`src/design/ctrgb_pkg.sv`:
```
`timescale 1ns / 1ps

package ctrgb_pkg;

  localparam logic [15:0] K_MIN     = 16'd1000;
  localparam logic [15:0] K_MAX     = 16'd40000;
  localparam logic [15:0] K_KNEE    = 16'd6600;
  localparam logic [15:0] K_BLUE0   = 16'd1900;
  localparam logic [12:0] DIV100_MUL = 13'd5243;
  localparam int          DIV100_SH  = 19;

  localparam logic [63:0] DEC8    = 64'd100000000;
  localparam logic [63:0] LN2_NUM = 64'd693147181;
  localparam logic [63:0] LN2_DEN = 64'd1000000000;
  localparam logic [63:0] RED_MUL = 64'd32969872745;
  localparam logic [63:0] RED_POW = 64'd13320476;
  localparam logic [63:0] GLO_MUL = 64'd9947080259;
  localparam logic [63:0] GLO_OFF = 64'd16111956817;
  localparam logic [63:0] GHI_MUL = 64'd28812216953;
  localparam logic [63:0] GHI_POW = 64'd7551485;
  localparam logic [63:0] BLU_MUL = 64'd13851773122;
  localparam logic [63:0] BLU_OFF = 64'd30504479273;

  function automatic logic [63:0] isqrt64(input logic [63:0] v_in);
    logic [63:0] v;
    logic [63:0] res;
    logic [63:0] bit_w;
    v = v_in;
    res = '0;
    bit_w = 64'd1 << 62;
    for (int i = 0; i < 32; i++) begin
      if (bit_w > v) bit_w = bit_w >> 2;
    end
    for (int i = 0; i < 32; i++) begin
      if (bit_w != 0) begin
        if (v >= res + bit_w) begin
          v = v - (res + bit_w);
          res = (res >> 1) + bit_w;
        end else begin
          res = res >> 1;
        end
        bit_w = bit_w >> 2;
      end
    end
    return res;
  endfunction

  // log2(1 + idx/2^a) in Q.f, square-and-compare on a Q30 value
  function automatic logic [63:0] log_rom_val(input logic [63:0] idx, input int f,
                                              input int a);
    logic [63:0] y;
    logic [63:0] res;
    y = ((64'd1 << a) + idx) << (30 - a);
    res = '0;
    for (int k = 0; k < f; k++) begin
      y = (y * y) >> 30;
      res = res << 1;
      if (y >= (64'd2 << 30)) begin
        y = y >> 1;
        res = res | 64'd1;
      end
    end
    return res;
  endfunction

  // 2^(idx/2^a) in Q30
  function automatic logic [63:0] exp_rom_val(input logic [63:0] idx, input int a);
    logic [63:0] m;
    logic [63:0] root;
    m = 64'd1 << 30;
    root = isqrt64(64'd1 << 61);
    for (int j = 1; j <= a; j++) begin
      if (((idx >> (a - j)) & 64'd1) != 0) m = (m * root) >> 30;
      root = isqrt64(root << 30);
    end
    return m;
  endfunction

  // restoring long division, elaboration use only
  function automatic logic [127:0] udiv128(input logic [127:0] num, input logic [127:0] den);
    logic [127:0] rem;
    logic [127:0] quo;
    rem = '0;
    quo = '0;
    for (int i = 127; i >= 0; i--) begin
      rem = {rem[126:0], num[i]};
      if (rem >= den) begin
        rem = rem - den;
        quo[i] = 1'b1;
      end
    end
    return quo;
  endfunction

  // ceil(2^s * n / d)
  function automatic logic [127:0] recip(input logic [63:0] n, input logic [63:0] d,
                                         input int s);
    return udiv128((128'(n) << s) + 128'(d) - 128'd1, 128'(d));
  endfunction

  function automatic int bitlen(input logic [127:0] v);
    int r;
    r = 0;
    for (int i = 0; i < 128; i++) begin
      if (v[i]) r = i + 1;
    end
    return r;
  endfunction

endpackage

```
`src/design/ctrgb_cmul.sv`:
```
`timescale 1ns / 1ps

// y = floor(x * N / D), two stages: partial products, then sum and shift.
module ctrgb_cmul #(
  parameter int          XW = 20,
  parameter int          YW = 20,
  parameter logic [63:0] N  = 64'd1,
  parameter logic [63:0] D  = 64'd1,
  parameter int          S  = 48
) (
  input  logic          clk_i,
  input  logic [1:0]    en_i,
  input  logic [XW-1:0] x_i,
  output logic [YW-1:0] y_o
);

  localparam logic [127:0] M  = ctrgb_pkg::recip(N, D, S);
  localparam int           MW = ctrgb_pkg::bitlen(M);
  localparam int           HW = MW - 32;
  localparam int           PW = XW + MW;
  localparam logic [31:0]  M_LO = M[31:0];
  localparam logic [HW-1:0] M_HI = M[MW-1:32];

  logic [XW+31:0]   pp_lo_q;
  logic [XW+HW-1:0] pp_hi_q;
  logic [PW-1:0]    sum;
  logic [YW-1:0]    y_q;

  assign sum = {pp_hi_q, 32'b0} + PW'(pp_lo_q);

  always_ff @(posedge clk_i) begin
    if (en_i[0]) begin
      pp_lo_q <= (XW+32)'(x_i) * (XW+32)'(M_LO);
      pp_hi_q <= (XW+HW)'(x_i) * (XW+HW)'(M_HI);
    end
    if (en_i[1]) begin
      y_q <= YW'(sum >> S);
    end
  end

  assign y_o = y_q;

endmodule

```
`config.mk`:
```
export PLATFORM = sky130hd
export DESIGN_NAME = ctrgb_cmul
export DESIGN_NICKNAME = d
export VERILOG_FILES = /design/src/design/ctrgb_pkg.sv /design/src/design/ctrgb_cmul.sv
export SDC_FILE = /design/constraint.sdc
export NUM_CORES = 1
export LEC_CHECK = 0
export ABC_AREA = 1
export ABC_CLOCK_PERIOD_IN_PS = 800
export BUFFER_PORTS_ARGS = -buffer_cell sky130_fd_sc_hd__buf_4
export CAP_MARGIN = 30
export CORE_ASPECT_RATIO = 0.8
export CORE_UTILIZATION = 47
export DETAILED_ROUTE_END_ITERATION = 6
export GPL_TIMING_DRIVEN = 0
export HOLD_SLACK_MARGIN = 0.03
export PLACE_DENSITY = 0.77
export SLEW_MARGIN = 20
export SYNTH_ARGS = -nofsm -noshare
export SYNTH_HDL_FRONTEND = slang
export SYNTH_SLANG_ARGS = --single-unit
```
`constraint.sdc`:
```
create_clock -name clk_i -period 0.8 [get_ports clk_i]
set_input_delay 0.04 -clock clk_i [delete_from_list [all_inputs] [get_ports clk_i]]
set_output_delay 0.04 -clock clk_i [all_outputs]
set_load 0.03 [all_outputs]
```
======== After elaboration in Yosys (flattened, before gate mapping) ========
Index checks and enable logic that the tools add are counted.
storage, ports and cells
  register bits ........................... 40
  input port bits ......................... 23
  output and inout bits ................... 20
  word-level logic and storage cells ...... 2

======== Depth between registers and ports, before layout ========
  depth in word-level cells ............... 0
  depth in mapped cells ................... 0
  mapped depth without buffers ............ 0

======== Worst setup path after synthesis ========
Ideal clock, no wire load.
  path type ............................... register -> register
  from .................................... register pp_hi_q[16]
  to ...................................... register y_q[0] (netlist: y_o[0]), data pin
  library setup time ...................... 0.266 ns
  arrival ................................. 0.323 ns
  required time ........................... 0.534 ns
  setup slack ............................. 0.211 ns
  stages on the path, launching flop included .. 1
  path buffers ............................ 0
  clock period less this slack ............ 0.589 ns
  path through ............................ edfxtp_1
RTL lines
  element                 RTL line          text
  from (decl)             ctrgb_cmul.sv:25  logic [XW+HW-1:0] pp_hi_q;
  from (signal assigned)  ctrgb_cmul.sv:34  pp_hi_q <= (XW+HW)'(x_i) * (XW+HW)'(M_HI);
  to (signal assigned)    ctrgb_cmul.sv:37  y_q <= YW'(sum >> S);
  to (decl)               ctrgb_cmul.sv:27  logic [YW-1:0] y_q;
No word-level cell between the ends.

======== Worst setup path after layout ========
  from .................................... register y_q[5] (netlist: y_o[5])
  to ...................................... output port y_o[5]
RTL lines
  element    RTL line          text
  to (decl)  ctrgb_cmul.sv:14  output logic [YW-1:0] y_o
No word-level cell between the ends.

==> results.ini <==
[yosys]
ys_top_cells_by_count = 40 x edfxtp_1
synth_compound_area_frac = 0
ys.flop_type = edfxtp_1
ys_types = 1
syn_area_per_cell_um2 = 30.03
yosys.area_share.simple = 0
yosys_warnings = 0
synth_fa_ha_area_frac = 0
synth_area_leader_cell = edfxtp_1
synth_edf_count = 40
synth.mux.area_fraction = 0
synth_cells = 40
yosysMostFrequentCell = edfxtp_1
synth_xor_area_frac = 0
ys_seq_area_frac = 1.000
synth_async_sr_flop_share = 0
ys_ff_latch = 40
synth.top_cell.area_share = 1.000
synthesis.area_um2 = 1201
yosys-top-cells-area = edfxtp_1 100%
synth_nets = 63

[grt]
grt_use_total = 0.1552
grt_max_degree = 21
grt.busiest_layer = met2
grt_pass1_wl_um = 2601
met2_usage = 0.3057
use_met1 = 0.1174
antenna_found_initial = 0
use_met3 = 0.06336
grt_pass1_vias = 610
grt.overflow.total = 0

[detailed_routing]
drt.antenna.violating_nets = 0
num_vias = 628
first_pass_iters = 4
dr.first_iter.drc_count = 18
drc = 0
vias_per_cell = 4.361
wl_per_cell_um = 13.03
finalWirelength_um = 1877

[sta]
worst_slew_pin_slew_ns = 0.2443
hold_viol_final = 0
period_minus_slack_ns = 0.9393
finalWorstSetupSlack_ns = -0.1393
max_freq_mhz = 1065
fin_skew_ns = 0.01140
period_share = 1.174
relSlewSlack = 0.8371
maxSlewViolCount = 0
setup_viol = 20
rsz0062_at_grt = true

[cells_and_area]
drive_above_1_share = 0.4273
area_growth_syn_to_layout_pct = 56.77
fill_cells = 114
ff_latch_area_um2 = 1201
num_antenna_cells = 0
multi_input_gates = 0
nNetsFinal = 132
multiInputGateArea_um2 = 0

[floorplan]
dieWidth_um = 58.52
fp.coreArea_um2 = 2290
die_area_um2 = 2763
start_util = 0.5246
pin_count = 43
num_rows = 15
die_h_um = 47.22

[clock_tree]
cts_buffers = 5
clock_latency_ns = 0.34
clockRootBuffer = clkbuf_4
cts_max_path_buffers = 2
clkSlewWorstSetupHoldPaths_ns = 0.11
tritoncts = done
clkSinkCount = 40
htree_num_levels = 2

[setup_path]
worstPathArrival_ns = 0.90
crit_buf_inv = 1
cp.required_ns = 0.76
slowest_delay_ns = 0.41
cpLargestDelayFamily = flip-flops
r2r_start = pp_hi_q[34]
reg2reg_to = y_o[18]
reg2reg_setup_slack_ns = 0.13
crit_chain = buf_6
reg2reg_depth = 0
critPathMaxFanout = 1
end_kind = primary output
worstSetupPathType = reg2out
cpMaxStageDelayCell = edfxtp_1
cp-start-kind = flip-flop

[min_path]
hp-start = en_i[1]
hold_end = y_o[9]
hold_path.class = in2reg
hold_depth = 1

[power]
power.density_nw_per_um2 = 2080
max-vdd-ir-drop_v = 0.001476
total_power_mw = 3.917
static-leakage-power_nw = 0.7287

[placement]
port_buffers = 42
gp_congestion = 0.6851
post-place-ws_ns = 0.1780

[outcome]
outcome = finished, violations left
failed_checks = setup timing

[flow_run]
maxCapViolations = 0

## worst max path at each step
stage / start / end / depth (start not counted)
global route: y_o[17] / y_o[17] / 1
floorplan: pp_hi_q[16] / y_o[0] / 0
detailed placement: pp_hi_q[19] / y_o[3] / 0
global placement: en_i[1] / y_o[12] / 1
finish: y_o[5] / y_o[5] / 1
CTS: y_o[17] / y_o[17] / 1
## area by class of cell
cell class / instances / share of cell area
clock inverters: 1 / 0.001993
clock buffers: 7 / 0.02392
well taps: 34 / 0.02259
flip-flops and latches: 40 / 0.6379
repair buffers: 62 / 0.3136
## state kept, by name, indices dropped and copies added (netlist names)
| signal | cells |
|---|---|
| pp_hi_q | 20 |
| y_o | 20 |
## kinds of logic after synthesis
logic type,after synthesis
flip-flops,40
## repair_timing
| action | 4_1_cts | 5_1_grt |
|---|---|---|
| resized for setup | 20 | 0 |
| endpoints found under the hold margin | 20 | 0 |
| gates cloned | 0 | 0 |
| pin swaps | 0 | 0 |
| hold buffers | 20 | 0 |
| setup endpoints to repair | 20 | 20 |
| buffers inserted | 0 | 0 |
## routing by layer
layer,part of all wire,vias up
met5,0,-
met2,0.57,32
li1,-,299
met3,0.076,4
met4,0.019,0
met1,0.33,293
## report_power, final
part           switching (mW)  total, mW  internal, mW  leakage [nW]
logic                   0.227      0.478         0.251         0.310
clock network           0.566      0.904         0.338        0.0269
registers              0.0517       2.54          2.48         0.391
## metrics by stage
step                        util  area (um^2)  setup TNS, ns  cells  hold WS, ns
after floorplan                -         1201              0     40       0.1389
after global placement    0.6809         1559              0    116       0.2180
after detailed placement  0.6809         1559              0    116       0.2194
after CTS                 0.8224         1883         -2.729    144      0.06976
after global routing      0.8224         1883         -3.306    144      0.06181
final                     0.8224         1883         -2.369    144      0.07744
## layout by cell type, fill, tap and decap left out
cell           count
dlygate4sd3_1     20
buf_4             22
buf_6             20
clkbuf_4           5
clkinv_1           1
edfxtp_1          40
clkbuf_1           2
Power figures use the tool's default switching activity.
